--- config.mk ---
export PLATFORM = sky130hd
export DESIGN_NAME = hcds_queue
export DESIGN_NICKNAME = d
export VERILOG_FILES = /design/src/rtl/core/hsv_color_distance_segmenter_defines.svh /design/src/rtl/core/hcds_pkg.sv /design/src/rtl/core/hcds_queue.sv
export SDC_FILE = /design/constraint.sdc
export NUM_CORES = 1
export LEC_CHECK = 0
export BUFFER_PORTS_ARGS = -buffer_cell sky130_fd_sc_hd__buf_4
export CORE_UTILIZATION = 44
export DETAILED_ROUTE_END_ITERATION = 10
export PLACE_DENSITY = 0.83
export SYNTH_ARGS = -nofsm -noshare
export SYNTH_HDL_FRONTEND = slang
export SYNTH_SLANG_ARGS = --single-unit
export TNS_END_PERCENT = 1
--- constraint.sdc ---
create_clock -name clk -period 1.48 [get_ports clk]
set_clock_uncertainty 0.1 [all_clocks]
set_input_delay 0 -clock clk [delete_from_list [all_inputs] [get_ports clk]]
set_output_delay 0 -clock clk [all_outputs]
set_load 0.02 [all_outputs]
--- src/rtl/core/hsv_color_distance_segmenter_defines.svh ---
// ----------------------------------------------------------------------------
// HSV segmenter assertion macros
// Concurrent checks on the local clk and rst_n of the module that uses them.
// ----------------------------------------------------------------------------
`ifndef HSV_COLOR_DISTANCE_SEGMENTER_DEFINES_SVH
`define HSV_COLOR_DISTANCE_SEGMENTER_DEFINES_SVH

// Same-cycle implication
`define HCDS_ASSERT_IMP(label, pre, post, msg) \
    label: assert property (@(posedge clk) disable iff (!rst_n) (pre) |-> (post)) \
        else $error(msg);

// Next-cycle implication
`define HCDS_ASSERT_NXT(label, pre, post, msg) \
    label: assert property (@(posedge clk) disable iff (!rst_n) (pre) |=> (post)) \
        else $error(msg);

`endif

--- src/rtl/core/hcds_pkg.sv ---
`timescale 1ns / 1ps
// ----------------------------------------------------------------------------
// HSV segmenter package
// Field widths, register indexes, codes and shared types.
// ----------------------------------------------------------------------------
package hcds_pkg;

    localparam int HUE_BITS      = 8;
    localparam int CH_BITS       = 8;
    localparam int DIST_BITS     = 9;
    localparam int RAD_BITS      = 18;
    localparam int CUTOFF_BITS   = 16;
    localparam int MIN_BITS      = 22;
    localparam int DEV_BITS      = 9;
    localparam int PREC_BITS     = 16;
    localparam int CFG_IDX_BITS  = 3;
    localparam int CFG_DATA_BITS = 22;
    localparam int QUEUE_DEPTH   = 2;

    localparam logic [HUE_BITS-1:0] HUE_CIRCLE = 8'd180;
    localparam logic [DEV_BITS-1:0] DEV_RESET  = 9'd511;

    // register indexes
    localparam logic [CFG_IDX_BITS-1:0] REG_TARGET_HUE = 3'd0;
    localparam logic [CFG_IDX_BITS-1:0] REG_TARGET_SAT = 3'd1;
    localparam logic [CFG_IDX_BITS-1:0] REG_TARGET_VAL = 3'd2;
    localparam logic [CFG_IDX_BITS-1:0] REG_MIN_BLOB   = 3'd3;
    localparam logic [CFG_IDX_BITS-1:0] REG_DEV_LIMIT  = 3'd4;
    localparam logic [CFG_IDX_BITS-1:0] REG_PRECISION  = 3'd5;

    // commands and result kinds
    localparam logic CMD_HIST     = 1'b0;
    localparam logic CMD_CLASSIFY = 1'b1;
    localparam logic KIND_CUTOFF  = 1'b0;
    localparam logic KIND_MASK    = 1'b1;

    typedef struct packed {
        logic [HUE_BITS-1:0]    target_hue;
        logic [CH_BITS-1:0]     target_saturation;
        logic [CH_BITS-1:0]     target_value;
        logic [MIN_BITS-1:0]    min_blob_pixels;
        logic [DEV_BITS-1:0]    deviation_limit;
        logic [PREC_BITS-1:0]   precision_q8_8;
    } hcds_cfg_t;

    typedef struct packed {
        logic                   command;
        logic                   last_pixel;
        logic [DIST_BITS-1:0]   distance;
    } hcds_job_t;

endpackage

--- src/rtl/core/hcds_queue.sv ---
`timescale 1ns / 1ps
// ----------------------------------------------------------------------------
// HSV segmenter job queue
// Two-entry FIFO between the distance front end and the back end.
// ----------------------------------------------------------------------------
module hcds_queue
    import hcds_pkg::*;
(
    input  logic      clk,
    input  logic      rst_n,
    input  logic      push_valid,
    output logic      push_ready,
    input  hcds_job_t push_job,
    output logic      pop_valid,
    input  logic      pop_ready,
    output hcds_job_t pop_job
);

    localparam int PTR_BITS = $clog2(QUEUE_DEPTH);
    localparam int CNT_BITS = $clog2(QUEUE_DEPTH + 1);

    hcds_job_t           slot_reg [QUEUE_DEPTH];
    logic [PTR_BITS-1:0] wptr_reg, rptr_reg;
    logic [CNT_BITS-1:0] count_reg;
    logic                do_push, do_pop;

    assign push_ready = (count_reg != CNT_BITS'(QUEUE_DEPTH));
    assign pop_valid  = (count_reg != '0);
    assign pop_job    = slot_reg[rptr_reg];
    assign do_push    = push_valid && push_ready;
    assign do_pop     = pop_valid && pop_ready;

    // pointers and fill count
    always_ff @(posedge clk or negedge rst_n)
    begin
        if (!rst_n)
        begin
            wptr_reg  <= '0;
            rptr_reg  <= '0;
            count_reg <= '0;
        end
        else
        begin
            if (do_push)
            begin
                wptr_reg <= (wptr_reg == PTR_BITS'(QUEUE_DEPTH - 1)) ? '0 : wptr_reg + 1'b1;
            end
            if (do_pop)
            begin
                rptr_reg <= (rptr_reg == PTR_BITS'(QUEUE_DEPTH - 1)) ? '0 : rptr_reg + 1'b1;
            end
            if (do_push && !do_pop)
            begin
                count_reg <= count_reg + 1'b1;
            end
            else if (do_pop && !do_push)
            begin
                count_reg <= count_reg - 1'b1;
            end
        end
    end

    always_ff @(posedge clk)
    begin
        if (do_push)
        begin
            slot_reg[wptr_reg] <= push_job;
        end
    end

endmodule

; ---- Yosys cells after proc, flatten, opt, wreduce, memory -nomap -nowiden
; Memory sizes are Yosys's and may differ from the RTL's.
; Index checks and enable logic that the tools add are counted.
[op_classes]
bitwise_logic = 0
n_reduce_logical = 8
shifts = 0
n_addsub = 4
div = 0
multipliers = 0
n_eq_ne = 1
n_lt_le_gt_ge = 0
mux = 6
[ops]
columns = op, count
row1 = 1-bit logical AND, 4
row2 = 1-bit 2-to-1 mux, 4
row3 = 2-bit 2-to-1 mux, 2
row4 = 2-bit nonzero test, 2
row5 = "1-bit adder, second input constant", 2
row6 = "2-bit by 1-bit adder with 2-bit output, second input constant", 1
row7 = 1-bit zero test, 2
row8 = "2-bit inequality test, second input constant", 1
row9 = "2-bit by 1-bit subtractor with 2-bit output, second input constant", 1
[word_totals]
ramBits = 22
output_inout_bits = 13
mem_count = 1
mem_bits_ro = 0
input_bits = 15
latch_bits = 0
reg_bits = 4
[memory_table]
columns = name, words, width, read_ports, rd_clocked_by_memory_dff, wr, line
row1 = slot_reg, 2, 11, 1, 0, 1, hcds_queue.sv:22  ; hcds_job_t slot_reg [QUEUE_DEPTH];

; ---- Depth between registers and ports, before layout
; Gate-level depths: netlist (run 1).
[depth]
word_depth = 6
depth_mapped = 7

; ---- Worst setup path after synthesis (run 1)
; No wires, ideal clock.
[synth_path]
path_type = register -> register
startpoint = reg count_reg[0]
endpoint = mem slot_reg[0][0] in the netlist's numbering (enable)
setup_slack_ns = -0.168
required_ns = 1.002
stages_incl_launch_ff = 4
t_arrival_ns = 1.169
n_path_buf = 0
setup_time_ns = 0.378
path_cell_list = dfrtp_1 -> nand2b_4 -> nand2_1 -> nor2_1
[synth_between]
elab_chain_len = 4
[synth_lines]
columns = element, line
row1 = from (decl), hcds_queue.sv:24  ; logic [CNT_BITS-1:0] count_reg;
row2 = from (signal assigned), hcds_queue.sv:54  ; count_reg <= count_reg + 1'b1;
row3 = from (signal assigned), hcds_queue.sv:58  ; count_reg <= count_reg - 1'b1;
row4 = 2-bit inequality test, hcds_queue.sv:27  ; assign push_ready = (count_reg != CNT_BITS'(QUEUE_DEPTH));
row5 = via push_ready, hcds_queue.sv:12  ; output logic push_ready,
row6 = 1-bit logical AND, hcds_queue.sv:30  ; assign do_push = push_valid && push_ready;
row7 = 1-bit 2-to-1 mux, hcds_queue.sv:65  ; if (do_push)
row8 = 1-bit 2-to-1 mux (not written as such), hcds_queue.sv:67  ; slot_reg[wptr_reg] <= push_job;
row9 = to (decl), hcds_queue.sv:22
; The timed path passes the listed nets, and every way through them passes these cells.

; ---- Worst setup path in the final report (run 1)
[layout_path]
startpoint = reg count_reg[0]
endpoint = reg count_reg[1]
[layout_between]
elab_chain_len = 5
[layout_lines]
columns = element
row1 = branches (longest 5 deep; another with 2-bit by 1-bit subtractor with 2-bit output)
; Parallel ways; which one is timed is not known. The select of a mux whose other input is x is not followed.
; A chain may end at the register's enable or synchronous reset.

==> results.md, run 1 <==
- Post-synth EDFFs: 22
- DIE AREA: 2480 µm²
- Number of H-tree levels: 1
- Pwr Density: 1820 nW/µm²
- Syn. warnings: 0
- Post-synthesis sequential area ratio: 75.8%
- Slew margin rel.: 86.0%
- Die Y: 49.8 µm
- Clock Sinks: 26
- FP Rows: 16
- Skew-Pair Late Insertion Delay: 0.29 ns
- Final worst slack: 0.0304 ns
- Synthesized Nets: 68
- Detailed-route wire length per cell: 12.6 µm
- Met1 wire length: 690 µm
- Via count: 619
- #FFs+latches synth: 26
- CTS clock-pin slew for the worst setup and hold paths: 0.12 ns
- Type of the most critical hold path: primary input to register
- Die width: 49.8 µm
- Pwr Total: 2890 µW
- Highest metal used: met4
- Outcome: complete, no violations
- Max Cap Viol: 0
- Logic gate share of total power: 52.2%
- Tcrit/Tclk final: 97.9%
- Initial DRC Count: 6
- I/O pins: 28
- Final Max Slew Viols: 0
- Largest register FFs: 22
- Share of layout cells above drive strength 1: 58.2%
- Startpoint Class: register
- Sw Pwr: 935 µW
- Initial antenna violation count: 0
- Top post-synthesis cells by count: 22 x edfxtp_1, 11 x mux2_2, 4 x dfrtp_1
- Synthesized instance count: 52
- Core area: 2040 µm²
- LEAKAGE: 0.000640 µW
- Synth area leader: edfxtp_1
- CTS Buffer Depth: 2
- Unrepaired setup endpoints after global routing: true
- Leading post-synthesis cells by cell area: edfxtp_1 66%, mux2_2 12%, dfrtp_1 10%
- Synth Flop Type: edfxtp_1
- Synthesized area per cell: 19.3 µm²
- CTS buffer count: 3
- Post-route ant nets: 0
- Seq pwr share: 38.3%
- # diodes: 0
- DR WL met2: 964 µm
- Synth top area share: 65.8%
- Unique masters post-synth: 14
- Area grow syn2layout: 58.0%
- Setup crit end kind: register
- Final min period: 1.45 ns
- GP Congestion: 0.559
- Critical-path maximum fanout: 3
- First-pass GRT wire length: 2.79 mm
- Final WL: 1.72 mm
- Synth async-reset ratio: 15.4%
- Cell area after synthesis: 1000 µm²
- Peak supply drop: 1.12 mV
- Port Buffers: 27
- Setup TNS: 0 ns
- Worst Tran Pin Value: 0.210 ns
- Starting density of the core: 49.1%
- Drt pass-1 iters: 3
- Pint: 1960 µW
- Critical path class: register to register
- Clock network power share: 9.5%
- Remaining DRCs: 0
- R2R Setup Slk: 0.03 ns
- Vias in the first global route: 664
- Nets: 127
- Overflow after GRT: 0
- DR vias/cell: 4.52
- Routed wl met3: 49 µm
- Largest net degree at the start of global routing: 15
- Detailed placement HPWL: 1.09 mm
- Worst slack, placed: 0.0120 ns
- Count leader, synth: edfxtp_1
- Overall Global Routing Usage: 15.7%
- Req. time, crit path: 1.58 ns
- Root Driver: clkbuf_4
- Sw Ratio: 32.3%
- F_max: 0.690 GHz
- CTS tree: done
- Crit path DAT: 1.55 ns
- Setup violations, final: 0
- Final hold vios: 0
-- cell usage in the layout (no fill, tap or decap), drive strengths merged --
cell / Yosys / final
inv: 1 / 1
dfrtp: 4 / 4
buf: 1 / 40
xnor2: 3 / 3
nand2b: 1 / 1
clkbuf: 0 / 3
or2: 1 / 1
edfxtp: 22 / 22
ha: 1 / 1
xor2: 2 / 2
dlygate4sd3: 0 / 15
mux2: 11 / 11
nor2: 2 / 2
clkinv: 0 / 1
and3: 1 / 1
nand2: 2 / 2
-- final timing paths --
| check | end | cells after the start | start |
|---|---|---|---|
| setup / recovery | count_reg[1]$_DFFE_PN0P_ | 6 | count_reg[0]$_DFFE_PN0P_ |
| hold / removal | slot_reg[0][7]$_DFFE_PP_ | 2 | push_job[7] |
| setup reg to reg | count_reg[1]$_DFFE_PN0P_ | 6 | count_reg[0]$_DFFE_PN0P_ |
| hold reg to reg | wptr_reg$_DFFE_PN0P_ | 1 | wptr_reg$_DFFE_PN0P_ |
| max in group asynchronous | rptr_reg$_DFFE_PN0P_ | 3 | rst_n |
| min in group asynchronous | count_reg[0]$_DFFE_PN0P_ | 3 | rst_n |
-- logic make-up after synthesis --
group / after synthesis / share of synthesized area (%)
xor+xnor: 5 / 4.36
fa+ha+maj: 1 / 1.25
buf+inv: 2 / 1.12
flops: 26 / 75.8
mux: 11 / 12.3
simple gates: 7 / 5.11
-- power by group through the flow --
stage                     logic (µW)  registers (µW)  clock network, µW
final                           1510            1110                274
after global routing            1610            1130                317
after detailed placement        1180            1140                  0
after floorplan                  714            1110                  0
after global placement          1160            1130                  0
after CTS                       1350            1100                284
-- timing repair --
| action | CTS | global route |
|---|---|---|
| setup buffers | 5 | 1 |
| pin swaps | 4 | 6 |
| gates resized for setup | 2 | 14 |
| endpoints found under the hold margin | 28 | 0 |
| setup endpoints to repair | 10 | 17 |
| hold buffers | 15 | 0 |
| cloned | 0 | 0 |
-- per-stage QoR --
step | cells | util [%] | hold slack (ns) | area [µm²]
after floorplan | 52 | - | -0.396 | 1010
after global placement | 112 | 63.7 | -0.299 | 1300
after detailed placement | 112 | 63.7 | -0.298 | 1300
after CTS | 136 | 74.3 | 0.317 | 1520
after global routing | 137 | 77.6 | 0.301 | 1590
final | 137 | 77.6 | 0.324 | 1590
-- layout make-up --
cell class              instances  area, µm²
clock buffers                   3       22.5
clock inverters                 1       3.75
fillers                       124        457
inverters                       1       3.75
multi-input cells              24        274
flip-flops and latches         26        762
well taps                      27       33.8
repair buffers                 55        485
-- worst max-delay path, stage by stage (launching register included) --
cell,delay [ns]
dfrtp_1,0.42
or2_4,0.27
nand2_4,0.07
ha_4,0.13
xor2_2,0.17
nor2_4,0.04
xor2_1,0.14
-- routing by layer --
metal  vias to the layer above  global-route usage, %
li1                        305                      -
met3                         2                   2.78
met5                         -                      0
met4                         0                   4.29
met1                       292                   17.0
met2                        20                   30.4
Power figures use the tool's default switching activity.
==> run 2: changes to the inputs <==
Settings changed: CORE_UTILIZATION 44 to 53, PLACE_DENSITY 0.83 to 0.92.
Clock period 1.48 ns to 1.73 ns, I/O delays scaled along.
==> results.md, run 2 (synthesis gave the netlist of run 1 again) <==
- Met1 wire length: 793 µm
- Post-cts sizing count: 0
- Most common cell after layout, fill and taps aside: buf_4
- Root Driver: clkbuf_4
- Unrepaired setup endpoints after global routing: false
- Final Max Slew Viols: 0
- Initial antenna violation count: 0
- Remaining DRCs: 0
- Initial DRC Count: 8
- Req. time, crit path: 1.63 ns
- Pwr Density: 1530 nW/µm²
- Startpoint Class: register
- First-pass GRT wire length: 2.93 mm
- Pint: 1440 µW
- GP Congestion: 0.644
- Die Y: 45.5 µm
- Tcrit/Tclk final: 96.2%
- Final WL: 2.00 mm
- Setup repair bufs after CTS: 0
- Sw Pwr: 754 µW
- CTS buffer count: 3
- Slew margin rel.: 66.6%
- Number of H-tree levels: 1
- Seq pwr share: 45.5%
- Highest metal used: met4
- Crit path cell chain: mux2_2 -> buf_4
- CTS tree: done
- Routed wl met3: 55 µm
- Setup crit end kind: output pin
- Delay-heaviest family, CP: flip-flops
- Critical path class: register to output pin
- Core area: 1750 µm²
- DR vias/cell: 4.76
- Largest register FFs: 22
- Type of the most critical hold path: primary input to register
- Setup TNS: 0 ns
- Via count: 600
- Nets: 118
- Max Cap Viol: 0
- LEAKAGE: 0.000583 µW
- # diodes: 0
- Starting density of the core: 57.5%
- Final hold vios: 0
- Overflow after GRT: 0
- Overall Global Routing Usage: 22.2%
- Worst Tran Pin Value: 0.500 ns
- Most frequent cells in the layout: 31 x buf_4, 22 x edfxtp_1, 15 x dlygate4sd3_1, 11 x mux2_2, 4 x dfrtp_1
- Critical-path maximum fanout: 12
- FP Rows: 15
- F_max: 0.601 GHz
- Skew-Pair Late Insertion Delay: 0.32 ns
- DIE AREA: 2070 µm²
- CTS clock-pin slew for the worst setup and hold paths: 0.13 ns
- Clock network power share: 11.6%
- Hold buffer count at cts: 15
- Share of layout cells above drive strength 1: 47.5%
- I/O pins: 28
- DR WL met2: 1.11 mm
- Max incr delay on CP: 0.68 ns
- Slowest CP cell: dfrtp_1
- CTS Buffer Depth: 2
- Pwr Total: 2190 µW
- Clock Sinks: 26
- Logic gate share of total power: 42.9%
- Largest net degree at the start of global routing: 15
- Outcome: complete, no violations
- Post-route ant nets: 0
- Buf/Inv on CP: 1
- Drt pass-1 iters: 3
- Detailed placement HPWL: 1.20 mm
- Final min period: 1.66 ns
- Vias in the first global route: 628
- Detailed-route wire length per cell: 15.8 µm
- Sw Ratio: 34.4%
- Crit path DAT: 1.56 ns
- Die width: 45.5 µm
- Area grow syn2layout: 43.1%
- Peak supply drop: 1.09 mV
- Port Buffers: 27
- Setup violations, final: 0
==> run 2: changes by cell type in the layout (fill, tap and decap cells not counted), sizes merged <==
cell	before	now
buf	40	31
==> run 2: metrics by stage <==
stage / instances / setup WS [ns] / hold WS, ns / cell area (µm²) / util (%)
after floorplan: 52 / 0.0824 / -0.396 / 1000 / -
after global placement: 107 / 0.265 / -0.301 / 1260 / 72.2
after detailed placement: 107 / 0.162 / -0.299 / 1260 / 72.2
after CTS: 126 / 0.0553 / 0.302 / 1440 / 82.3
after global routing: 126 / 0.00262 / 0.298 / 1440 / 82.3
final: 126 / 0.0653 / 0.304 / 1440 / 82.3
==> run 2: area by class of cell <==
| type | count | area (µm²) |
|---|---|---|
| timing repair buffer | 46 | 383 |
| inverter | 1 | 3.75 |
| clock buffer | 3 | 22.5 |
| multi-input combinational | 24 | 231 |
| sequential | 26 | 761 |
| clock inverter | 1 | 3.75 |
| fill | 103 | 309 |
| tap | 25 | 31.3 |
==> run 2: worst paths after layout <==
path	slack [ns]	endpoint	startpoint	depth (start not counted)
hold reg to reg	0.44	wptr_reg$_DFFE_PN0P_	wptr_reg$_DFFE_PN0P_	1
setup reg to reg	0.15	count_reg[1]$_DFFE_PN0P_	count_reg[0]$_DFFE_PN0P_	6
setup / recovery	0.07	pop_job[2]	rptr_reg$_DFFE_PN0P_	2
min in group asynchronous	0.47	count_reg[1]$_DFFE_PN0P_	rst_n	3
max in group asynchronous	0.88	rptr_reg$_DFFE_PN0P_	rst_n	3
hold / removal	0.30	slot_reg[0][6]$_DFFE_PP_	push_job[6]	2
==> run 2: worst register-to-register path, delay by kind of cell (launching register included) <==
family / cells / cell delay (ns)
flops: 1 / 0.45
simple gates: 3 / 0.42
fa+ha+maj: 1 / 0.32
xor+xnor: 1 / 0.17
buf+inv: 1 / 0.06
==> run 2: layer usage <==
layer | GRT usage, % | up-vias
li1 | - | 289
met1 | 24.3 | 290
met2 | 41.1 | 17
met3 | 3.57 | 4
met4 | 10.9 | 0
met5 | 0 | -
==> run 2: power by group through the flow <==
stage	registers, µW	clock network [µW]	logic (µW)
floorplan	945	0	608
global placement	997	0	873
detailed placement	1010	0	900
CTS	999	249	933
global route	1020	277	994
finish	998	255	940
