**config.mk**
```make
export PLATFORM = sky130hd
export DESIGN_NAME = hcds_front_flat
export DESIGN_NICKNAME = d
export VERILOG_FILES = /design/src/rtl/core/hsv_color_distance_segmenter_defines.svh /design/src/rtl/core/hcds_pkg.sv /design/src/rtl/core/hcds_if.sv /design/src/rtl/core/hcds_front.sv /design/src/flat_wrapper.sv
export SDC_FILE = /design/constraint.sdc
export NUM_CORES = 1
export LEC_CHECK = 0
export ABC_AREA = 1
export ABC_CLOCK_PERIOD_IN_PS = 13300
export BUFFER_PORTS_ARGS = -buffer_cell sky130_fd_sc_hd__buf_2
export CORE_UTILIZATION = 40
export CTS_CLUSTER_SIZE = 24
export DETAILED_ROUTE_END_ITERATION = 8
export REMOVE_ABC_BUFFERS = 1
export SLEW_MARGIN = 5
export SYNTH_ARGS = -nofsm -noshare
export SYNTH_HDL_FRONTEND = slang
export SYNTH_SLANG_ARGS = --single-unit
```
**constraint.sdc**
```tcl
create_clock -name clk -period 13.3 [get_ports clk]
set_input_delay 0.665 -clock clk [delete_from_list [all_inputs] [get_ports clk]]
set_output_delay 0.665 -clock clk [all_outputs]
set_load 0.01 [all_outputs]
```
**src/rtl/core/hsv_color_distance_segmenter_defines.svh**
```systemverilog
// ----------------------------------------------------------------------------
// HSV segmenter assertion macros
// Concurrent checks on the local clk and rst_n of the module that uses them.
// ----------------------------------------------------------------------------
`ifndef HSV_COLOR_DISTANCE_SEGMENTER_DEFINES_SVH
`define HSV_COLOR_DISTANCE_SEGMENTER_DEFINES_SVH

// Same-cycle implication
`define HCDS_ASSERT_IMP(label, pre, post, msg) \
    label: assert property (@(posedge clk) disable iff (!rst_n) (pre) |-> (post)) \
        else $error(msg);

// Next-cycle implication
`define HCDS_ASSERT_NXT(label, pre, post, msg) \
    label: assert property (@(posedge clk) disable iff (!rst_n) (pre) |=> (post)) \
        else $error(msg);

`endif

```
**src/rtl/core/hcds_pkg.sv**
```systemverilog
`timescale 1ns / 1ps
// ----------------------------------------------------------------------------
// HSV segmenter package
// Field widths, register indexes, codes and shared types.
// ----------------------------------------------------------------------------
package hcds_pkg;

    localparam int HUE_BITS      = 8;
    localparam int CH_BITS       = 8;
    localparam int DIST_BITS     = 9;
    localparam int RAD_BITS      = 18;
    localparam int CUTOFF_BITS   = 16;
    localparam int MIN_BITS      = 22;
    localparam int DEV_BITS      = 9;
    localparam int PREC_BITS     = 16;
    localparam int CFG_IDX_BITS  = 3;
    localparam int CFG_DATA_BITS = 22;
    localparam int QUEUE_DEPTH   = 2;

    localparam logic [HUE_BITS-1:0] HUE_CIRCLE = 8'd180;
    localparam logic [DEV_BITS-1:0] DEV_RESET  = 9'd511;

    // register indexes
    localparam logic [CFG_IDX_BITS-1:0] REG_TARGET_HUE = 3'd0;
    localparam logic [CFG_IDX_BITS-1:0] REG_TARGET_SAT = 3'd1;
    localparam logic [CFG_IDX_BITS-1:0] REG_TARGET_VAL = 3'd2;
    localparam logic [CFG_IDX_BITS-1:0] REG_MIN_BLOB   = 3'd3;
    localparam logic [CFG_IDX_BITS-1:0] REG_DEV_LIMIT  = 3'd4;
    localparam logic [CFG_IDX_BITS-1:0] REG_PRECISION  = 3'd5;

    // commands and result kinds
    localparam logic CMD_HIST     = 1'b0;
    localparam logic CMD_CLASSIFY = 1'b1;
    localparam logic KIND_CUTOFF  = 1'b0;
    localparam logic KIND_MASK    = 1'b1;

    typedef struct packed {
        logic [HUE_BITS-1:0]    target_hue;
        logic [CH_BITS-1:0]     target_saturation;
        logic [CH_BITS-1:0]     target_value;
        logic [MIN_BITS-1:0]    min_blob_pixels;
        logic [DEV_BITS-1:0]    deviation_limit;
        logic [PREC_BITS-1:0]   precision_q8_8;
    } hcds_cfg_t;

    typedef struct packed {
        logic                   command;
        logic                   last_pixel;
        logic [DIST_BITS-1:0]   distance;
    } hcds_job_t;

endpackage

```
**src/rtl/core/hcds_if.sv**
```systemverilog
`timescale 1ns / 1ps
// ----------------------------------------------------------------------------
// HSV segmenter channels
// Pixel input, result output and register write channels.
// ----------------------------------------------------------------------------
interface hcds_pix_if
    import hcds_pkg::*;
();
    logic                valid;
    logic                ready;
    logic                command;
    logic [HUE_BITS-1:0] pixel_hue;
    logic [CH_BITS-1:0]  pixel_saturation;
    logic [CH_BITS-1:0]  pixel_value;
    logic                last_pixel;

    modport source (output valid, command, pixel_hue, pixel_saturation, pixel_value,
                    last_pixel, input ready);
    modport sink   (input valid, command, pixel_hue, pixel_saturation, pixel_value,
                    last_pixel, output ready);
endinterface


```
**src/rtl/core/hcds_front.sv**
```systemverilog
`timescale 1ns / 1ps
// ----------------------------------------------------------------------------
// HSV segmenter front end
// Takes a pixel, forms the weighted difference and its integer square root.
// ----------------------------------------------------------------------------
module hcds_front
    import hcds_pkg::*;
(
    input  logic       clk,
    input  logic       rst_n,
    hcds_pix_if.sink   pixels,
    input  logic       enable,
    input  hcds_cfg_t  cfg_q,
    output logic       job_valid,
    input  logic       job_ready,
    output hcds_job_t  job
);

    localparam int REM_BITS = 11;

    localparam logic [2:0] F_IDLE = 3'd0;
    localparam logic [2:0] F_DIFF = 3'd1;
    localparam logic [2:0] F_SQ   = 3'd2;
    localparam logic [2:0] F_ROOT = 3'd3;
    localparam logic [2:0] F_PUSH = 3'd4;

    logic [2:0]           state_reg, state_next;
    logic [3:0]           cnt_reg, cnt_next;
    logic                 cmd_reg, cmd_next;
    logic                 last_reg, last_next;
    logic [HUE_BITS-1:0]  h_reg, h_next;
    logic [CH_BITS-1:0]   s_reg, s_next;
    logic [CH_BITS-1:0]   v_reg, v_next;
    logic [CH_BITS-1:0]   dh_reg, dh_next;
    logic [CH_BITS-1:0]   ds_reg, ds_next;
    logic [CH_BITS-1:0]   dv_reg, dv_next;
    logic [RAD_BITS-1:0]  rad_reg, rad_next;
    logic [REM_BITS-1:0]  rem_reg, rem_next;
    logic [DIST_BITS-1:0] root_reg, root_next;

    logic [HUE_BITS-1:0]    h_r, th_r, dh_a, dh_w;
    logic [REM_BITS+1:0]    shifted, trial;

    assign pixels.ready = enable && (state_reg == F_IDLE);
    assign job_valid    = (state_reg == F_PUSH);
    assign job.command    = cmd_reg;
    assign job.last_pixel = last_reg;
    assign job.distance   = root_reg;

    // hue difference on the circle, taken the short way
    always_comb
    begin
        h_r  = (h_reg >= HUE_CIRCLE) ? h_reg - HUE_CIRCLE : h_reg;
        th_r = (cfg_q.target_hue >= HUE_CIRCLE) ? cfg_q.target_hue - HUE_CIRCLE
                                                : cfg_q.target_hue;
        dh_a = (h_r > th_r) ? h_r - th_r : th_r - h_r;
        dh_w = ((HUE_CIRCLE - dh_a) < dh_a) ? HUE_CIRCLE - dh_a : dh_a;
    end

    // one root bit per step
    assign shifted = {rem_reg, rad_reg[RAD_BITS-1 -: 2]};
    assign trial   = {2'b00, root_reg, 2'b01};

    always_comb
    begin
        state_next = state_reg;
        cnt_next   = cnt_reg;
        cmd_next   = cmd_reg;
        last_next  = last_reg;
        h_next     = h_reg;
        s_next     = s_reg;
        v_next     = v_reg;
        dh_next    = dh_reg;
        ds_next    = ds_reg;
        dv_next    = dv_reg;
        rad_next   = rad_reg;
        rem_next   = rem_reg;
        root_next  = root_reg;
        unique case (state_reg)
            F_IDLE:
            begin
                if (pixels.valid && pixels.ready)
                begin
                    cmd_next   = pixels.command;
                    last_next  = pixels.last_pixel;
                    h_next     = pixels.pixel_hue;
                    s_next     = pixels.pixel_saturation;
                    v_next     = pixels.pixel_value;
                    state_next = F_DIFF;
                end
            end
            F_DIFF:
            begin
                dh_next    = {dh_w[CH_BITS-2:0], 1'b0};
                ds_next    = (s_reg > cfg_q.target_saturation) ?
                             s_reg - cfg_q.target_saturation : cfg_q.target_saturation - s_reg;
                dv_next    = (v_reg > cfg_q.target_value) ?
                             v_reg - cfg_q.target_value : cfg_q.target_value - v_reg;
                state_next = F_SQ;
            end
            F_SQ:
            begin
                rad_next   = RAD_BITS'(dh_reg) * RAD_BITS'(dh_reg)
                           + RAD_BITS'(ds_reg) * RAD_BITS'(ds_reg)
                           + RAD_BITS'(dv_reg) * RAD_BITS'(dv_reg);
                rem_next   = '0;
                root_next  = '0;
                cnt_next   = '0;
                state_next = F_ROOT;
            end
            F_ROOT:
            begin
                if (shifted >= trial)
                begin
                    rem_next  = REM_BITS'(shifted - trial);
                    root_next = {root_reg[DIST_BITS-2:0], 1'b1};
                end
                else
                begin
                    rem_next  = REM_BITS'(shifted);
                    root_next = {root_reg[DIST_BITS-2:0], 1'b0};
                end
                rad_next = {rad_reg[RAD_BITS-3:0], 2'b00};
                cnt_next = cnt_reg + 4'd1;
                if (cnt_reg == 4'(DIST_BITS - 1))
                begin
                    state_next = F_PUSH;
                end
            end
            F_PUSH:
            begin
                if (job_ready)
                begin
                    state_next = F_IDLE;
                end
            end
            default:
            begin
                state_next = F_IDLE;
            end
        endcase
    end

    always_ff @(posedge clk or negedge rst_n)
    begin
        if (!rst_n)
        begin
            state_reg <= F_IDLE;
            cnt_reg   <= '0;
        end
        else
        begin
            state_reg <= state_next;
            cnt_reg   <= cnt_next;
        end
    end

    always_ff @(posedge clk)
    begin
        cmd_reg  <= cmd_next;
        last_reg <= last_next;
        h_reg    <= h_next;
        s_reg    <= s_next;
        v_reg    <= v_next;
        dh_reg   <= dh_next;
        ds_reg   <= ds_next;
        dv_reg   <= dv_next;
        rad_reg  <= rad_next;
        rem_reg  <= rem_next;
        root_reg <= root_next;
    end

endmodule

```
**src/flat_wrapper.sv**
```systemverilog
// flat-port wrapper written by rule: the top's interface ports become plain ports
module hcds_front_flat import hcds_pkg::*;
  (clk, rst_n, enable, cfg_q, job_valid, job_ready, job, pixels_valid, pixels_command, pixels_pixel_hue, pixels_pixel_saturation, pixels_pixel_value, pixels_last_pixel, pixels_ready);
  hcds_pix_if pixels_i ();
  input  logic clk;
  input  logic rst_n;
  input  logic enable;
  input  hcds_cfg_t cfg_q;
  output logic job_valid;
  input  logic job_ready;
  output hcds_job_t job;
  input wire logic [$bits(pixels_i.valid)-1:0] pixels_valid;
  input wire logic [$bits(pixels_i.command)-1:0] pixels_command;
  input wire logic [$bits(pixels_i.pixel_hue)-1:0] pixels_pixel_hue;
  input wire logic [$bits(pixels_i.pixel_saturation)-1:0] pixels_pixel_saturation;
  input wire logic [$bits(pixels_i.pixel_value)-1:0] pixels_pixel_value;
  input wire logic [$bits(pixels_i.last_pixel)-1:0] pixels_last_pixel;
  output wire logic [$bits(pixels_i.ready)-1:0] pixels_ready;
  assign pixels_i.valid = pixels_valid;
  assign pixels_i.command = pixels_command;
  assign pixels_i.pixel_hue = pixels_pixel_hue;
  assign pixels_i.pixel_saturation = pixels_pixel_saturation;
  assign pixels_i.pixel_value = pixels_pixel_value;
  assign pixels_i.last_pixel = pixels_last_pixel;
  assign pixels_ready = pixels_i.ready;
  hcds_front u_core (.clk(clk), .rst_n(rst_n), .pixels(pixels_i), .enable(enable), .cfg_q(cfg_q), .job_valid(job_valid), .job_ready(job_ready), .job(job));
endmodule
```
Word-level counts from Yosys, hierarchy flattened:

Index checks and enable logic that the tools add are counted.

* add/subtract/negate cells: 13
* $mul: 3
* $lt $le $gt $ge: 7
* equality and inequality tests: 8
* mux-type cells: 16
* reduce and logical (&&, ||, !) cells: 6

Operators by type and width (number)
* $sub 8x8->8: 6
* $mux 8: 5
* $pmux 18 s2: 1
* $mul 8x8->16: 2
* $gt 8x8->1: 3
* $pmux 11 s2: 1
* $add 18x16->18: 1
* $pmux 9 s2: 1
* $add 16x16->17: 1
* $ge 8x8->1 const B: 2
* $sub 8x8->8 const B: 2
* $pmux 3 s5: 1
* $mul 7x7->14: 1
* $ge 13x11->1: 1
* $mux 11: 1
* $sub 11x11->11: 1
* $mux 3: 3
* $lt 8x8->1: 1
* $pmux 4 s2: 1
* $sub 8x8->8 const A: 1
* $mux 7: 1
* $eq 3x2->1 const B: 2
* $add 4x1->4 const B: 1
* $eq 4x4->1 const B: 1
* 10 further kinds: 12

* flip-flop bits (word level): 94
* input bits: 102
* output and inout port bits: 13
* word-level logic and storage cells: 66

Depth between registers and ports, before layout:

Gate-level depths: netlist of run 1.

* depth after elaboration: 7
* gate-level depth with buffers: 41
* depth with buffers taken out: 40

Worst setup path after synthesis of run 1:

Ideal clock, no wire load.

* path kind: register -> register
* start point: register u_core.dh_reg[2]
* end point: register u_core.rad_reg[17] (data pin)
* library setup time: 0.267 ns
* arrival time: 8.935 ns
* data required time: 13.033 ns
* slack: 4.098 ns
* cell stages (with the launch flop): 38
* buffers on the path: 1
* period minus slack after synthesis: 9.202 ns
* cells stage by stage: edfxtp_1 > buf_2 > nand2_1 > inv_1 > ha_1 > xor2_1 > ha_1 > ha_1 > fa_1 > ha_1 > nand2_1 > o21ai_0 > xor2_1 > fa_1 > fa_1 > inv_1 > fa_1 > inv_1 > [2 not listed] > ha_1 > a21oi_1 > o21ai_0 > xor2_1 > ha_1 > fa_1 > inv_1 > fa_1 > fa_1 > inv_1 > ha_1 > a21oi_1 > o21ai_0 > nand2_1 > nand3_1 > a211oi_1 > xor2_1 > o21ai_0

* cells in the longest elaborated chain, start to end: 4

RTL lines
* start: declaration: RTL line hcds_front.sv:34 `logic [CH_BITS-1:0] dh_reg, dh_next;`
* start signal: assignment: RTL line hcds_front.sv:165 `dh_reg <= dh_next;`
* $mul 7x7->14: RTL line hcds_front.sv:103 `rad_next = RAD_BITS'(dh_reg) * RAD_BITS'(dh_reg)`
* $add 16x16->17: RTL line hcds_front.sv:104 `+ RAD_BITS'(ds_reg) * RAD_BITS'(ds_reg)`
* $add 18x16->18: RTL line hcds_front.sv:105 `+ RAD_BITS'(dv_reg) * RAD_BITS'(dv_reg);`
* $pmux 18 s2: RTL line hcds_front.sv:79 `unique case (state_reg)`
* net u_core.rad_next[17]: RTL line hcds_front.sv:37 `logic [RAD_BITS-1:0] rad_reg, rad_next;`
* end signal: assignment: RTL line hcds_front.sv:168 `rad_reg <= rad_next;`
* end: declaration: RTL line hcds_front.sv:37

The timed path passes the listed nets, and every way through them passes these cells.
A chain may end at the register's enable or synchronous reset.

Worst setup path after layout of run 1:

* start point: register u_core.dh_reg[2]
* end point: register u_core.rad_reg[14] (data pin)

Same word-level chain as after synthesis.

==> results of run 1 <==
==> area by class of cell <==
type	count	area [um^2]	share of cell area
timing repair buffer	71	365.4	0.02865
tap	384	480.5	0.03767
inverter	341	1282	0.1006
clock buffer	10	239.0	0.01874
multi-input combinational	931	7536	0.5909
sequential	94	2788	0.2186
clock inverter	6	62.56	0.004905
==> kinds of logic (layout without fill, tap and decap cells) <==
family | Yosys count | in the layout | share of synthesized area
mux | 12 | 12 | 0.01068
flops | 94 | 94 | 0.2380
fa+ha+maj | 254 | 254 | 0.3335
compound gates | 192 | 192 | 0.09047
xor+xnor | 86 | 86 | 0.06430
simple gates | 387 | 387 | 0.1429
buf+inv | 371 | 428 | 0.1202
==> stage by stage <==
stage | hold WS (ns) | utilization | cells | setup slack (ns)
3_3_place_gp | 0.5054 | 0.4327 | 1821 | 3.344
2_1_floorplan | 0.3694 | - | 1366 | 4.013
6_report | 0.1301 | 0.4431 | 1837 | 3.225
4_1_cts | 0.1197 | 0.4431 | 1837 | 3.212
5_1_grt | 0.1205 | 0.4431 | 1837 | 2.670
3_5_place_dp | 0.5090 | 0.4327 | 1821 | 3.243
==> metal layers <==
layer / vias up / share of wire
met2: 122 / 0.46
li1: 4487 / -
met5: - / 0
met3: 12 / 0.037
met4: 0 / 0.0079
met1: 4041 / 0.50
==> synth_stat cells (3+ instances only) <==
cell and number:
inv_1 338, nand2_1 243, ha_1 157, fa_1 97, a21oi_1 89, edfxtp_1 87, o21ai_0 64, nor2_1 61
xor2_1 61, nand3_1 34, xnor2_1 25, clkbuf_1 23, nand2_2 12, nor3_1 9, mux2i_1 8, nand4_1 8
dfrtp_1 7, nand2_4 7, o221ai_1 7, a31oi_1 5, o211ai_1 5, a211oi_1 4, buf_2 4, mux2_2 4
nand3b_1 3, nor4_1 3, o21ai_1 3
==> worst max-delay path: cells and delay by family (launching register included) <==
kind | cells | cell delay [ns]
compound gates | 6 | 1.37
xor+xnor | 4 | 0.78
fa+ha+maj | 15 | 6.31
buf+inv | 5 | 0.26
flops | 1 | 0.55
simple gates | 5 | 0.50
==> path summary, 6_finish.rpt <==
kind                                       endpoint  cells after the start             startpoint  slack, ns
worst max-delay path             u_core.rad_reg[14]                     35       u_core.dh_reg[2]       3.22
worst min-delay path            u_core.state_reg[0]                      1                  rst_n       0.13
worst max register to register   u_core.rad_reg[14]                     35       u_core.dh_reg[2]       3.22
worst min register to register    u_core.rad_reg[2]                      2      u_core.rad_reg[0]       0.52
max in group asynchronous       u_core.state_reg[1]                      1                  rst_n      13.01
min in group clk                    u_core.v_reg[4]                      1  pixels_pixel_value[4]       0.48
==> impl_results.md, run 1 <==
* Crit path DAT at 10.17 ns
* Max_slew headroom at 0.2397
* Leading area contributor after synthesis: edfxtp_1
* Final wirelength at 21.68 mm
* Root Buffer: clkbuf_16
* Most used routing layer: met2
* # Max-Cap Violations at 0
* Final instance area at 0.01275 mm^2
* Vias in the first global route at 8395
* First-pass GRT wire length at 37.33 mm
* Fin crit period at 10.08 ns
* Die height at 173.1 um
* Gr ovfl total at 0
* Antenna violations before repair at 0
* Peak Freq at 99.25 MHz
* Area Growth Syn to Fin at 8.876%
* Ant diodes at 0
* Most common cell after layout, fill and taps aside: inv_1
* Die area at 0.02997 mm^2
* DR vias/cell at 4.715
* Reg clk slew, reported paths at 0.08 ns
* Via count at 8662
* Layout Skew at 0.01875 ns
* # IOs at 115
* CP most frequent cell: fa_1
* Initial DRC count at 415
* Total negative slack at 0 ns
* Register area share after synthesis at 0.2380
* Total CTS buffers at 9
* WL/cell at 11.80 um
* CTS Buffer Depth at 2
* Dpl cell area at 0.01245 mm^2
* Routability Congestion at 0.8103
* CP Capture Type: register
* CP max stage delay at 0.55 ns
* Pins Over Slew Limit at 0
* Crit path max fanout at 9
* Top post-synthesis cells by area: edfxtp_1, ha_1, fa_1
* Setup CP Type: reg -> reg
* Post-Synthesis Cells at 1396
* Worst-Skew Late Latency at 0.36 ns
* Port bufs at 67
* Post-synth EDFFs at 87
* Core outline area at 0.02878 mm^2
* Synthesized area per cell at 8.391 um^2
* Die Wd at 173.1 um
* Share of the synthesized area in the top cell type at 0.2230
* Startpoint Class: register
* H-tree depth at 3
* RSZ-0062 raised after global routing: no
* Share of layout cells above drive strength 1 at 0.08534
* Post-route ant nets at 0
* Hold buffers post-CTS at 0
* Final setup vio count at 0
* Post-CTS Setup Bufs at 0
* Yosys reg bits at 94
* Largest net degree at the start of global routing at 42
* Status: completed
* Sink Count at 94
* Crit path required time at 13.40 ns
* Max reg flops at 18
* M1 GR Usage at 0.2057
* Synth unique cells at 47
* Final Cycle Share at 0.7575
* Worst-Margin Slew at 1.138 ns
* Post-route DRC violation count at 0
* Crit path max-delay cell type: edfxtp_1
* Min-delay worst type: in -> async
* Initial Utilization at 0.4070
* M2 GR Usage at 0.2463
* Post-cts gate resize count at 0
* CTS tree: done
* DP HPWL at 18.14 mm
* Top_reg_cell synth: edfxtp_1
* DR pass1 iterations at 5
* Synth Cell Area at 0.01171 mm^2
* Post-layout nets at 1804
* Grt met3 use at 0.02704
* Fill cells at 2830
* Ys async rst share at 0.07447
* FP Rows at 62
* Syn. warnings at 0
* Final hold violation count at 0
* Most frequent cells in the layout: inv_1, nand2_1, ha_1, fa_1, a21oi_1
* GRT Util Overall at 0.1497
Power of run 1 is not shown: default switching activity piles up to over one toggle a cycle in this logic, so the estimate is an artifact.
==> run 2: changes to the inputs <==
Settings changed: ABC_AREA 1 to 0, ABC_CLOCK_PERIOD_IN_PS 13300 to 10300.
Clock period 13.3 ns to 10.3 ns, I/O delays scaled along.
==> impl_results.md, run 2 <==
* Die area at 0.02942 mm^2 (-1.8%)
* Min-delay worst type: in -> reg
* Share of the synthesized area in the top cell type at 0.2273 (+0.004224)
* RSZ-0062 raised after global routing: no
* Total negative slack at 0 ns (unchanged)
* M1 GR Usage at 0.2030 (-0.002721)
* Port bufs at 67 (unchanged)
* Worst Setup Slack post-DPL at 0.2552 ns (-2.987 ns)
* Post-synthesis mux area share at 0.03222 (+0.02153)
* Max_slew headroom at 0.5632 (+0.3235)
* Final WS setup at 0.6547 ns (-2.570 ns)
* H-tree depth at 3 (unchanged)
* # Max-Cap Violations at 0 (unchanged)
* Total CTS buffers at 9 (unchanged)
* CP most frequent cell: fa_1
* Synth Cell Area at 0.01150 mm^2 (-1.9%)
* DR pass1 iterations at 5 (unchanged)
* Synthesized area per cell at 9.540 um^2 (+14%)
* Grt met3 use at 0.02163 (-0.005416)
* CTS tree: done
* Post-Synth Simple-Gate Area at 0.1228 (-0.02015)
* Core outline area at 0.02801 mm^2 (-2.7%)
* Initial DRC count at 337 (-19%)
* Worst Reg-to-Reg Cells at 36 (+2.9%)
* Synth Area in Compound Gates at 0.1126 (+0.02217)
* Crit path DAT at 9.74 ns (-0.43 ns)
* Die Wd at 171.5 um (-0.92%)
* Crit path max-delay cell type: fa_1
* Share of layout cells above drive strength 1 at 0.1016 (+0.01622)
* Layout Skew at 0.01441 ns (-0.004338 ns)
* Setup CP Type: reg -> reg
* Area Growth Syn to Fin at 9.513%
* Sink Count at 94 (unchanged)
* Most common cell after layout, fill and taps aside: inv_1
* Peak Freq at 103.7 MHz (+4.5%)
* Syn. warnings at 0 (unchanged)
* Root Buffer: clkbuf_16
* Initial Utilization at 0.4104 (+0.003409)
* Final Cycle Share at 0.9364 (+0.1789)
* Worst setup path endpoint: u_core.rad_reg[17]
* Yosys reg bits at 94 (unchanged)
* Post-layout nets at 1631 (-9.6%)
* First-pass GRT wire length at 34.90 mm (-6.5%)
* Worst-Margin Slew at 0.6537 ns (-0.4841 ns)
* Leading area contributor after synthesis: edfxtp_1
* Most used routing layer: met2
* Crit path required time at 10.39 ns (-3.01 ns)
* Top_reg_cell synth: edfxtp_1
* Post-Synth Adder-Cell Area at 0.3398 (+0.006315)
* Gr ovfl total at 0 (unchanged)
* Ys async rst share at 0.07447 (unchanged)
* Commonest cells in the synthesized netlist: inv_1, ha_1, fa_1
* CTS Buffer Depth at 2 (unchanged)
* Most frequent cell after synthesis: inv_1
* Post-route DRC violation count at 0 (unchanged)
* FP Rows at 61 (-1.6%)
* DP HPWL at 16.49 mm (-9.1%)
* Via count at 7966 (-8.0%)
* Worst-Skew Late Latency at 0.35 ns (about the same)
* Antenna violations before repair at 0 (unchanged)
* Synth unique cells at 76 (+62%)
* Post-route ant nets at 0 (unchanged)
* Terminus of the critical flop-to-flop path: u_core.rad_reg[17]
* Largest net degree at the start of global routing at 44 (+4.8%)
* Post-synth EDFFs at 87 (unchanged)
* Top post-synthesis cells by area: edfxtp_1, ha_1, fa_1
* CP Launch Point: u_core.dh_reg[4]
* Crit Reg-Reg Startpoint: u_core.dh_reg[4]
* Max reg flops at 18 (unchanged)
* Most frequent cells in the layout: inv_1, ha_1, fa_1, nand2_1, edfxtp_1
* Startpoint Class: register
* Ant diodes at 0 (unchanged)
* Fin crit period at 9.645 ns (-0.4301 ns)
* Pins Over Slew Limit at 0 (unchanged)
* # IOs at 115 (unchanged)
* XOR/XNOR share of the synthesized area at 0.06171 (-0.002592)
* CP Capture Type: register
* Crit path max fanout at 8 (-1)
* Post-Synthesis Cells at 1205 (-14%)
* WL/cell at 12.04 um (+2.0%)
* Largest family of logic cells by synthesized area: adder cells
* Status: completed
* Final setup vio count at 0 (unchanged)
* DR vias/cell at 4.805 (+1.9%)
* Register area share after synthesis at 0.2425 (+0.004507)
* Routability Congestion at 0.8080 (-0.28%)
* Setup slack, reg-to-reg at 0.65 ns (-2.57 ns)
* Final hold violation count at 0 (unchanged)
* Final wirelength at 19.96 mm (-7.9%)
* GRT Util Overall at 0.1452 (-0.004513)
* Reg clk slew, reported paths at 0.08 ns (about the same)
* M2 GR Usage at 0.2348 (-0.01149)
* Vias in the first global route at 7833 (-6.7%)
* CP max stage delay at 0.54 ns (about the same)
* Die height at 171.5 um (-0.92%)
run 2: cell count changes after synthesis, sizes merged, moves of 26 or more:
cell | previous run | this run
nand2 | 262 | 92
xor2 | 61 | 24
and2 | 0 | 50
a21oi | 90 | 62
xnor2 | 25 | 51
inv | 341 | 246
run 2: how the worst min path moves through the flow:
stage	startpoint	endpoint	slack (ns)	cells past startpoint
detailed placement	rst_n	u_core.state_reg[1]	0.36	1
CTS	pixels_pixel_value[2]	u_core.v_reg[2]	0.32	1
global route	pixels_pixel_hue[1]	u_core.h_reg[1]	0.32	1
floorplan	rst_n	u_core.cnt_reg[0]	0.22	0
finish	pixels_pixel_value[2]	u_core.v_reg[2]	0.33	1
global placement	rst_n	u_core.cnt_reg[0]	0.36	1
run 2: critical path, delay by kind of cell (launching register included):
family / cells / cell delay [ns]
AO/OA/AOI/OAI: 7 / 1.20
AND/OR/NAND/NOR: 1 / 0.24
buffers and inverters: 9 / 0.48
XOR/XNOR: 4 / 0.72
adder cells (fa/ha/maj): 15 / 6.21
flip-flops: 1 / 0.53
run 2: per-layer routing:
metal	up-vias	part of all wire
li1	4086	-
met1	3776	0.51
met2	91	0.46
met3	13	0.024
met4	0	0.010
met5	-	0
run 2: kinds of logic after synthesis:
logic type,count (synthesis)
simple gates,286
buf+inv,266
fa+ha+maj,254
compound gates,197
flops,94
xor+xnor,75
mux,33
run 2: final cells by class:
cell class | instances | area, um^2
Fill cell | 2719 | 15420
Sequential cell | 94 | 2788
Clock inverter | 6 | 51.30
Clock buffer | 10 | 229.0
Timing Repair Buffer | 79 | 427.9
Tap cell | 378 | 473.0
Inverter | 246 | 923.4
Multi-Input combinational cell | 845 | 7697
run 2: stage by stage:
step | std cells | hold slack (ns) | cell area, um^2 | util
2_1_floorplan | 1185 | 0.2194 | 11400 | -
6_report | 1658 | 0.3333 | 12590 | 0.4495
3_3_place_gp | 1639 | 0.3573 | 12280 | 0.4386
3_5_place_dp | 1639 | 0.3574 | 12280 | 0.4386
4_1_cts | 1656 | 0.3210 | 12570 | 0.4489
5_1_grt | 1658 | 0.3202 | 12590 | 0.4495
run 2: timing repair:
item                                   4_1_cts  5_1_grt
hold buffers                                 1        0
buffers inserted                             0        2
endpoints found under the hold margin        7        0
resized for setup                            0        8
setup endpoints to repair                    0        6
Power of run 2 is left out for the same reason.
